`config.mk`:
```
export PLATFORM = sky130hd
export DESIGN_NAME = line_centroid_steering
export DESIGN_NICKNAME = d
export VERILOG_FILES = /design/src/rtl/core/lcs_pkg.sv /design/src/rtl/core/lcs_accum.sv /design/src/rtl/core/lcs_div.sv /design/src/rtl/core/line_centroid_steering.sv
export SDC_FILE = /design/constraint.sdc
export NUM_CORES = 1
export LEC_CHECK = 0
export ABC_AREA = 0
export BUFFER_PORTS_ARGS = -buffer_cell sky130_fd_sc_hd__buf_2
export CORE_UTILIZATION = 40
export CTS_CLUSTER_SIZE = 40
export DETAILED_ROUTE_END_ITERATION = 10
export GPL_TIMING_DRIVEN = 0
export PLACE_DENSITY = 0.6
export SYNTH_ARGS = -nofsm -noshare
export SYNTH_HDL_FRONTEND = slang
export SYNTH_SLANG_ARGS = --single-unit
```
`constraint.sdc`:
```
create_clock -name clk -period 10.27 [get_ports clk]
set_input_delay 0.5135 -clock clk [delete_from_list [all_inputs] [get_ports clk]]
set_output_delay 0.5135 -clock clk [all_outputs]
set_load 0.005 [all_outputs]
```
`src/rtl/core/lcs_pkg.sv`:
```
`timescale 1ns / 1ps
// ----------------------------------------------------------------------------
// lcs_pkg: shared types and constants of the line centroid steering block
// row geometry, derived widths, register indexes and inter-module structs
// ----------------------------------------------------------------------------
package lcs_pkg;

  // row geometry
  localparam int ROW_WIDTH  = 320;
  localparam int ROW_CENTRE = 160;

  // field widths
  localparam int PIX_W = 8;
  localparam int CFG_W = 8;
  localparam int DRV_W = 9;
  localparam int OFF_W = 9;
  localparam int IDX_W = 2;

  // derived state widths
  localparam int COL_W     = $clog2(ROW_WIDTH + 1);
  localparam int CNT_W     = COL_W;
  localparam int SUM_BOUND = ROW_WIDTH * (ROW_WIDTH + ROW_CENTRE);
  localparam int SUM_W     = $clog2(SUM_BOUND + 1) + 1;
  localparam int MAG_W     = SUM_W;
  localparam int STEP_W    = $clog2(MAG_W + 1);
  localparam int PROD_W    = OFF_W + CFG_W + 1;

  // saturation limits
  localparam int OFF_MAX     = 255;
  localparam int OFF_MIN_MAG = 256;
  localparam int DRV_MAX     = 255;
  localparam int Q8_ROUND    = 255;
  localparam int Q8_SHIFT    = 8;

  // register reset values
  localparam logic [CFG_W-1:0] THRESHOLD_RST = 8'd130;
  localparam logic [CFG_W-1:0] GAIN_RST      = 8'd51;
  localparam logic [CFG_W-1:0] BASE_RST      = 8'd33;

  typedef enum logic [IDX_W-1:0] {
    REG_THRESHOLD = 2'd0,
    REG_GAIN      = 2'd1,
    REG_BASE      = 2'd2
  } reg_idx_t;

  typedef enum logic [1:0] {
    ST_ROW,
    ST_DIV,
    ST_MUL,
    ST_DRIVE
  } lcs_state_t;

  // row totals including the pixel in flight
  typedef struct packed {
    logic signed [SUM_W-1:0] sum;
    logic [CNT_W-1:0]        count;
  } row_stats_t;

  typedef struct packed {
    logic busy;
    logic done;
  } div_status_t;

endpackage

```
`src/rtl/core/lcs_accum.sv`:
```
`timescale 1ns / 1ps
// ----------------------------------------------------------------------------
// lcs_accum: per-pixel threshold and centroid accumulation
// counts line pixels and sums their column offsets, clears at row end
// ----------------------------------------------------------------------------
module lcs_accum (
  input  logic                        clk,
  input  logic                        rst_n,
  input  logic                        pix_take,
  input  logic [lcs_pkg::PIX_W-1:0]   pixel,
  input  logic                        row_end,
  input  logic [lcs_pkg::CFG_W-1:0]   threshold,
  output lcs_pkg::row_stats_t         stats_nxt
);
  import lcs_pkg::*;

  logic [COL_W-1:0]        column_count_r, column_count_nxt;
  logic signed [SUM_W-1:0] offset_sum_r, offset_sum_nxt;
  logic [CNT_W-1:0]        white_count_r, white_count_nxt;
  logic signed [SUM_W-1:0] col_offset;
  logic                    in_row;
  logic                    is_white;

  assign in_row     = column_count_r < COL_W'(ROW_WIDTH);
  assign is_white   = pixel > threshold;
  assign col_offset = $signed({{(SUM_W-COL_W){1'b0}}, column_count_r}) - SUM_W'(ROW_CENTRE);

  always_comb begin
    stats_nxt.sum   = offset_sum_r;
    stats_nxt.count = white_count_r;
    if (in_row && is_white) begin
      stats_nxt.sum   = offset_sum_r + col_offset;
      stats_nxt.count = white_count_r + CNT_W'(1);
    end
  end

  always_comb begin
    column_count_nxt = column_count_r;
    offset_sum_nxt   = offset_sum_r;
    white_count_nxt  = white_count_r;
    if (pix_take) begin
      if (row_end) begin
        column_count_nxt = '0;
        offset_sum_nxt   = '0;
        white_count_nxt  = '0;
      end else begin
        offset_sum_nxt  = stats_nxt.sum;
        white_count_nxt = stats_nxt.count;
        if (in_row) begin
          column_count_nxt = column_count_r + COL_W'(1);
        end
      end
    end
  end

  always_ff @(posedge clk) begin
    if (!rst_n) begin
      column_count_r <= '0;
      offset_sum_r   <= '0;
      white_count_r  <= '0;
    end else begin
      column_count_r <= column_count_nxt;
      offset_sum_r   <= offset_sum_nxt;
      white_count_r  <= white_count_nxt;
    end
  end

endmodule

```
`src/rtl/core/lcs_div.sv`:
```
`timescale 1ns / 1ps
// ----------------------------------------------------------------------------
// lcs_div: iterative signed divider for the row centroid
// restoring division, one quotient bit per cycle, result clamped to 9 bits
// ----------------------------------------------------------------------------
module lcs_div (
  input  logic                              clk,
  input  logic                              rst_n,
  input  logic                              start,
  input  lcs_pkg::row_stats_t               stats,
  output lcs_pkg::div_status_t              status,
  output logic signed [lcs_pkg::OFF_W-1:0]  quotient
);
  import lcs_pkg::*;

  localparam int QX_W = MAG_W + OFF_W;

  logic                busy_r, busy_nxt;
  logic                done_r, done_nxt;
  logic [STEP_W-1:0]   step_r, step_nxt;
  logic [MAG_W-1:0]    quo_r, quo_nxt;
  logic [CNT_W-1:0]    rem_r, rem_nxt;
  logic [CNT_W-1:0]    dvs_r, dvs_nxt;
  logic                neg_r, neg_nxt;
  logic [CNT_W:0]      shifted;
  logic [CNT_W:0]      trial;
  logic                fits;
  logic [QX_W-1:0]     q_ext;

  assign shifted = {rem_r, quo_r[MAG_W-1]};
  assign trial   = shifted - {1'b0, dvs_r};
  assign fits    = shifted >= {1'b0, dvs_r};

  always_comb begin
    busy_nxt = busy_r;
    done_nxt = 1'b0;
    step_nxt = step_r;
    quo_nxt  = quo_r;
    rem_nxt  = rem_r;
    dvs_nxt  = dvs_r;
    neg_nxt  = neg_r;
    if (start) begin
      busy_nxt = 1'b1;
      step_nxt = STEP_W'(MAG_W);
      neg_nxt  = stats.sum[SUM_W-1];
      quo_nxt  = stats.sum[SUM_W-1] ? MAG_W'(-stats.sum) : MAG_W'(stats.sum);
      rem_nxt  = '0;
      dvs_nxt  = stats.count;
    end else if (busy_r) begin
      quo_nxt  = {quo_r[MAG_W-2:0], fits};
      rem_nxt  = fits ? trial[CNT_W-1:0] : shifted[CNT_W-1:0];
      step_nxt = step_r - STEP_W'(1);
      if (step_r == STEP_W'(1)) begin
        busy_nxt = 1'b0;
        done_nxt = 1'b1;
      end
    end
  end

  always_ff @(posedge clk) begin
    if (!rst_n) begin
      busy_r <= 1'b0;
      done_r <= 1'b0;
      step_r <= '0;
    end else begin
      busy_r <= busy_nxt;
      done_r <= done_nxt;
      step_r <= step_nxt;
    end
    quo_r <= quo_nxt;
    rem_r <= rem_nxt;
    dvs_r <= dvs_nxt;
    neg_r <= neg_nxt;
  end

  // sign restore and clamp to the offset field
  assign q_ext = {{OFF_W{1'b0}}, quo_r};

  always_comb begin
    if (!neg_r) begin
      quotient = (q_ext > QX_W'(OFF_MAX)) ? OFF_W'(OFF_MAX) : $signed(q_ext[OFF_W-1:0]);
    end else begin
      quotient = (q_ext > QX_W'(OFF_MIN_MAG)) ? -OFF_W'(OFF_MIN_MAG)
                                              : -$signed(q_ext[OFF_W-1:0]);
    end
  end

  assign status.busy = busy_r;
  assign status.done = done_r;

endmodule

```
`src/rtl/core/line_centroid_steering.sv`:
```
`timescale 1ns / 1ps
// ----------------------------------------------------------------------------
// line_centroid_steering: proportional steering from the line centroid of a row
// thresholds a camera row, finds the mean line offset and sets two motor drives
// ----------------------------------------------------------------------------
// usage
//   in_*  : one grey pixel per transfer, column 0 first, in_row_end on the last
//   out_* : one result transfer per row: left/right drive, line offset, line lost
//   cfg_* : register writes (threshold, q8 gain, base speed), cfg_ready is
//           always high; write only while no row end is being processed
// throughput and row end sequence
//   ordinary pixels are taken one per cycle, each accumulated as it is taken;
//   after the row end pixel, in_stall stays high while a 19-step restoring
//   divider produces one quotient bit per cycle, then while the clamped
//   quotient is taken, the gain multiply is registered and the drive stage
//   sets the drives and loads the output register
// reset
//   synchronous, active low: accumulators cleared, registers to defaults,
//   no result pending
// stalls
//   a held result stays in the output register while the next row streams in;
//   the drive stage waits there until the register is free
// ----------------------------------------------------------------------------
module line_centroid_steering (
  input  logic                               clk,
  input  logic                               rst_n,
  // pixel stream
  input  logic                               in_valid,
  output logic                               in_stall,
  input  logic [lcs_pkg::PIX_W-1:0]          in_pixel,
  input  logic                               in_row_end,
  // steering results
  output logic                               out_valid,
  input  logic                               out_stall,
  output logic signed [lcs_pkg::DRV_W-1:0]   out_left_drive,
  output logic signed [lcs_pkg::DRV_W-1:0]   out_right_drive,
  output logic signed [lcs_pkg::OFF_W-1:0]   out_line_offset,
  output logic                               out_line_lost,
  // register writes
  input  logic                               cfg_valid,
  output logic                               cfg_ready,
  input  logic [lcs_pkg::IDX_W-1:0]          cfg_index,
  input  logic [lcs_pkg::CFG_W-1:0]          cfg_data
);
  import lcs_pkg::*;

  localparam int P_W  = PROD_W - Q8_SHIFT;
  localparam int DS_W = P_W + 2;

  lcs_state_t state_r, state_nxt;

  // configuration registers
  logic [CFG_W-1:0] threshold_r, threshold_nxt;
  logic [CFG_W-1:0] gain_r, gain_nxt;
  logic [CFG_W-1:0] base_r, base_nxt;

  // datapath registers
  logic                     lost_r, lost_nxt;
  logic signed [OFF_W-1:0]  off_r, off_nxt;
  logic signed [PROD_W-1:0] prod_r, prod_nxt;

  // output register
  logic                     out_valid_r, out_valid_nxt;
  logic signed [DRV_W-1:0]  left_r, left_nxt;
  logic signed [DRV_W-1:0]  right_r, right_nxt;
  logic signed [OFF_W-1:0]  offset_r, offset_nxt;
  logic                     lost_out_r, lost_out_nxt;

  logic                     pix_take;
  logic                     div_start;
  row_stats_t               stats_nxt;
  div_status_t              div_status;
  logic signed [OFF_W-1:0]  quotient;

  logic signed [PROD_W-1:0] prod_biased;
  logic signed [P_W-1:0]    p_term;
  logic signed [DS_W-1:0]   base_ext;
  logic signed [DS_W-1:0]   left_sum;
  logic signed [DS_W-1:0]   right_sum;
  logic signed [DRV_W-1:0]  left_sat;
  logic signed [DRV_W-1:0]  right_sat;
  logic                     out_free;

  assign in_stall  = (state_r != ST_ROW);
  assign pix_take  = in_valid && !in_stall;
  assign div_start = pix_take && in_row_end;
  assign cfg_ready = 1'b1;
  assign out_free  = !out_valid_r || !out_stall;

  lcs_accum u_accum (
    .clk       (clk),
    .rst_n     (rst_n),
    .pix_take  (pix_take),
    .pixel     (in_pixel),
    .row_end   (in_row_end),
    .threshold (threshold_r),
    .stats_nxt (stats_nxt)
  );

  lcs_div u_div (
    .clk      (clk),
    .rst_n    (rst_n),
    .start    (div_start),
    .stats    (stats_nxt),
    .status   (div_status),
    .quotient (quotient)
  );

  // register write decode
  always_comb begin
    threshold_nxt = threshold_r;
    gain_nxt      = gain_r;
    base_nxt      = base_r;
    if (cfg_valid && cfg_ready) begin
      unique case (cfg_index)
        REG_THRESHOLD: threshold_nxt = cfg_data;
        REG_GAIN:      gain_nxt      = cfg_data;
        REG_BASE:      base_nxt      = cfg_data;
        default:       ;  // index past the register list is dropped
      endcase
    end
  end

  // p = offset * gain / 256, truncated toward zero
  assign prod_biased = prod_r + (prod_r[PROD_W-1] ? PROD_W'(Q8_ROUND) : PROD_W'(0));
  assign p_term      = prod_biased[PROD_W-1:Q8_SHIFT];
  assign base_ext    = $signed({{(DS_W-CFG_W){1'b0}}, base_r});
  assign left_sum    = base_ext + DS_W'(p_term);
  assign right_sum   = base_ext - DS_W'(p_term);

  always_comb begin
    if (left_sum > DS_W'(DRV_MAX)) begin
      left_sat = DRV_W'(DRV_MAX);
    end else if (left_sum < -DS_W'(DRV_MAX)) begin
      left_sat = -DRV_W'(DRV_MAX);
    end else begin
      left_sat = left_sum[DRV_W-1:0];
    end
    if (right_sum > DS_W'(DRV_MAX)) begin
      right_sat = DRV_W'(DRV_MAX);
    end else if (right_sum < -DS_W'(DRV_MAX)) begin
      right_sat = -DRV_W'(DRV_MAX);
    end else begin
      right_sat = right_sum[DRV_W-1:0];
    end
  end

  // sequencer: row stream, divide, gain multiply, drive update
  always_comb begin
    state_nxt     = state_r;
    lost_nxt      = lost_r;
    off_nxt       = off_r;
    prod_nxt      = prod_r;
    out_valid_nxt = out_valid_r && out_stall;
    left_nxt      = left_r;
    right_nxt     = right_r;
    offset_nxt    = offset_r;
    lost_out_nxt  = lost_out_r;
    unique case (state_r)
      ST_ROW: begin
        if (div_start) begin
          lost_nxt  = (stats_nxt.count == '0);
          state_nxt = ST_DIV;
        end
      end
      ST_DIV: begin
        if (div_status.done) begin
          off_nxt   = lost_r ? OFF_W'(0) : quotient;
          state_nxt = ST_MUL;
        end
      end
      ST_MUL: begin
        prod_nxt  = PROD_W'(off_r * $signed({1'b0, gain_r}));
        state_nxt = ST_DRIVE;
      end
      ST_DRIVE: begin
        // wait for the output register to drain
        if (out_free) begin
          out_valid_nxt = 1'b1;
          left_nxt      = lost_r ? DRV_W'(0) : left_sat;
          right_nxt     = lost_r ? DRV_W'(0) : right_sat;
          offset_nxt    = off_r;
          lost_out_nxt  = lost_r;
          state_nxt     = ST_ROW;
        end
      end
      default: state_nxt = ST_ROW;
    endcase
  end

  always_ff @(posedge clk) begin
    if (!rst_n) begin
      state_r     <= ST_ROW;
      out_valid_r <= 1'b0;
      threshold_r <= THRESHOLD_RST;
      gain_r      <= GAIN_RST;
      base_r      <= BASE_RST;
    end else begin
      state_r     <= state_nxt;
      out_valid_r <= out_valid_nxt;
      threshold_r <= threshold_nxt;
      gain_r      <= gain_nxt;
      base_r      <= base_nxt;
    end
    lost_r     <= lost_nxt;
    off_r      <= off_nxt;
    prod_r     <= prod_nxt;
    left_r     <= left_nxt;
    right_r    <= right_nxt;
    offset_r   <= offset_nxt;
    lost_out_r <= lost_out_nxt;
  end

  assign out_valid       = out_valid_r;
  assign out_left_drive  = left_r;
  assign out_right_drive = right_r;
  assign out_line_offset = offset_r;
  assign out_line_lost   = lost_out_r;

endmodule

```
==> results_tabular.tex <==
\begin{tabular}{lr}
\hline
Metric & Value \\
\hline
\multicolumn{2}{l}{\textbf{STA}} \\
Clk\_skew & 12.8 ps \\
Final Slew Violations & 0 \\
Time the final worst path needs with I/O delays and setup & 5320 ps \\
Achievable frequency & 188 MHz \\
Count of endpoints failing setup in the final report & 0 \\
Total Negative Setup Slacks & 0 ps \\
Period utilization & 51.8\% \\
Final number of hold-violating endpoints & 0 \\
RSZ-0062 raised after global routing & no \\
Tightest slew margin relative to the limit & 20.6\% \\
Actual slew at the worst max-slew pin & 1190 ps \\
\multicolumn{2}{l}{\textbf{Final layout}} \\
Largest registers & u\_accum.offset\_sum\_r (19), u\_div.quo\_r (19), prod\_r (18) \\
Fill count & 3,206 \\
Final antenna diode count & 0 \\
Count of nets after finishing & 1,744 \\
Share of layout cells above drive strength 1 & 8.01\% \\
Register cell area after layout & 4150 sq um \\
Area of all placed cells without fillers & 14,700 sq um \\
Multi-input combinational cell area & 8370 sq um \\
Layout-stage area growth over the synthesis result & 10.5\% \\
Final std cells w/o fill & 2,003 \\
\multicolumn{2}{l}{\textbf{Yosys}} \\
Synth top cells by count & inv\_1, nand2\_1, ha\_1, nor2\_1, edfxtp\_1 \\
Yosys top cell area share & 19.1\% \\
Number of cells produced by synthesis & 1,478 \\
Top FF cell, synth & edfxtp\_1 \\
Cell area after technology mapping & 13,300 sq um \\
Cell with the most instances after synthesis & inv\_1 \\
Biggest area contributors in the synthesized netlist & edfxtp\_1, dfxtp\_1, ha\_1 \\
Yosys warning total & 0 \\
Mean cell area of the mapped netlist & 9.03 sq um \\
Most area-hungry cell type in the Yosys netlist & edfxtp\_1 \\
Post-synthesis register bit count & 165 \\
Fraction of registers with async set or reset after synthesis & 0\% \\
Share of synthesized area occupied by flip-flops and latches & 31.1\% \\
Mapped Nets & 1,674 \\
Post-synth EDFFs & 85 \\
Post-synthesis cell type count & 88 \\
\multicolumn{2}{l}{\textbf{Floorplanning}} \\
Number of placement rows & 66 \\
Chip width & 185 microns \\
Vertical extent of the die & 185 microns \\
Total die area & 34,100 sq um \\
Top-level I/O count & 55 \\
Core Area & 32,700 sq um \\
Initial cell density of the core & 40.8\% \\
\multicolumn{2}{l}{\textbf{Routing}} \\
Final routed DRC violation total & 0 \\
Via total after detailed routing & 10,700 \\
Total routed wirelength & 32,400 microns \\
Number of DRC markers in iteration 0 & 689 \\
Routed wirelength normalized by instance count & 16.2 microns \\
Antenna-violating nets left & 0 \\
Post-DR vias/cell & 5.33 \\
Detailed-router iteration count before antenna repair & 5 \\
\multicolumn{2}{l}{\textbf{Worst setup path}} \\
Data required, critical path & 10,530 ps \\
Start-to-end type of the worst setup path & flip-flop to flip-flop \\
Worst setup EP type & flip-flop \\
Critical Path Start Type & flip-flop \\
Worst-path maximum fanout & 14 \\
Worst path arrival time & 5580 ps \\
\multicolumn{2}{l}{\textbf{Run}} \\
Max-cap viol count & 0 \\
\multicolumn{2}{l}{\textbf{Power}} \\
Maximum ir drop on the vdd rail & 0.124 mV \\
Static Leak & 0.00634 uW \\
Total power consumption of the routed design & 2580 uW \\
Total power per unit cell area & 175 nW/um\^{}2 \\
\multicolumn{2}{l}{\textbf{Clock tree}} \\
Max H-tree Level & 4 \\
Count of clock tree sinks & 165 \\
Number of setup buffers added after CTS & 0 \\
Clock transition at path regs & 80 ps \\
CTS tree & built \\
Resized cells post-CTS & 0 \\
Later-pin clock latency in the skew report & 450 ps \\
CTS buffer count & 17 \\
Worst-case clock buffer depth & 2 \\
\# hold bufs at CTS & 0 \\
Root buffer cell & clkbuf\_16 \\
\multicolumn{2}{l}{\textbf{Global routing}} \\
Maximum number of pins on one net before global-route repair & 29 \\
First-pass GRT wire length & 52,500 microns \\
Total global routing overflow & 0 \\
Antenna violations before repair & 0 \\
Via count of the first global-routing pass & 9,811 \\
GRT Util Overall & 19.7\% \\
\multicolumn{2}{l}{\textbf{Place}} \\
Count of input and output buffers & 51 \\
Post-place instance area & 14,200 sq um \\
Placed wire-length estimate & 25,400 microns \\
Placer's final routability congestion estimate & 0.883 \\
Number of placed cells counting well taps & 1,971 \\
\multicolumn{2}{l}{\textbf{Outcome}} \\
Status & finished, final reports clean \\
\multicolumn{2}{l}{\textbf{Hold path}} \\
Class of the tightest hold or removal check & input port to flip-flop \\
\hline
\end{tabular}
-- worst max-delay path, cell delays in order, from the launching register on --
cell and delay [ps]:
edfxtp_1 610, ha_1 390, a21o_1 180, a2111oi_0 380, o21a_1 300, nor2_1 110, nand2_1 110, nor2_1 70
xor2_1 160, ha_1 280, clkbuf_1 260, nand3_1 150, a21boi_0 190, o21ai_0 160, a21boi_0 740, o221ai_1 300
o211ai_1 360, nand2b_1 170, o31ai_1 220
-- power by group --
group,total (uW),internal (uW),leakage [uW],switching (uW)
combinational,1050,417,0.00462,634
sequential,888,815,0.00144,72.3
clock,642,330,0.000283,311
total,2580,1560,0.00634,1020
-- placed cells by master, fill, tap and decap left out, drive strengths merged, types with 9 or more instances in the layout --
| cell type | instances |
|---|---|
| inv | 172 |
| nand2 | 142 |
| ha | 108 |
| nor2 | 96 |
| edfxtp | 85 |
| dfxtp | 80 |
| a21oi | 67 |
| fa | 64 |
| o21ai | 63 |
| buf | 63 |
| and2 | 59 |
| clkbuf | 56 |
| nor2b | 50 |
| xnor2 | 46 |
| nor3 | 33 |
| mux2i | 31 |
| nand3 | 28 |
| xor2 | 24 |
| a211oi | 22 |
| or3 | 22 |
| o31ai | 21 |
| a21o | 21 |
| a22oi | 18 |
| nand4 | 16 |
| a21boi | 15 |
| o211ai | 14 |
| o21a | 13 |
| nor4 | 12 |
| or2 | 10 |
| and3 | 9 |
-- final timing paths --
kind / end / slack, ps / from / depth (start not counted)
hold / removal: gain_r[4]$_SDFFE_PN1P_ / 380 / cfg_data[4] / 3
setup / recovery: out_left_drive[6]$_SDFFCE_PP0P_ / 4950 / prod_r[17]$_DFFE_PP_ / 18
setup reg to reg: out_left_drive[6]$_SDFFCE_PP0P_ / 4950 / prod_r[17]$_DFFE_PP_ / 18
hold reg to reg: u_div.rem_r[8]$_SDFFE_PP0P_ / 470 / u_div.rem_r[8]$_SDFFE_PP0P_ / 2
-- cell type report --
type,instances,area share [%]
well taps,442,3.75
clock inverters,13,0.917
inverters,164,4.18
clock buffers,19,3.00
plain buffers,49,1.45
multi-input cells,1100,56.8
flip-flops and latches,165,28.2
repair buffers,51,1.73
-- routing by layer --
metal,wire [microns],global-route usage [%]
met1,15900,28.2
met2,14900,31.4
met3,1280,2.67
met4,416,4.30
met5,0,0
-- through the flow --
step	util, %	hold slack [ps]	setup slack (ps)
floorplan	-	444	5730
global placement	43.3	458	5100
detailed placement	43.3	469	5040
CTS	45.1	374	5030
global route	45.1	374	4450
finish	45.1	377	4950
-- kinds of logic after synthesis --
group / Yosys count / share of synthesized area, %
flip-flops: 165 / 31.1
adder cells (fa/ha/maj): 173 / 19.8
buffers and inverters: 213 / 6.22
other: 1 / 0.0281
AO/OA/AOI/OAI: 310 / 16.1
AND/OR/NAND/NOR: 514 / 19.6
XOR/XNOR: 70 / 4.59
multiplexers: 32 / 2.53
(Power assumes the default switching activity.)
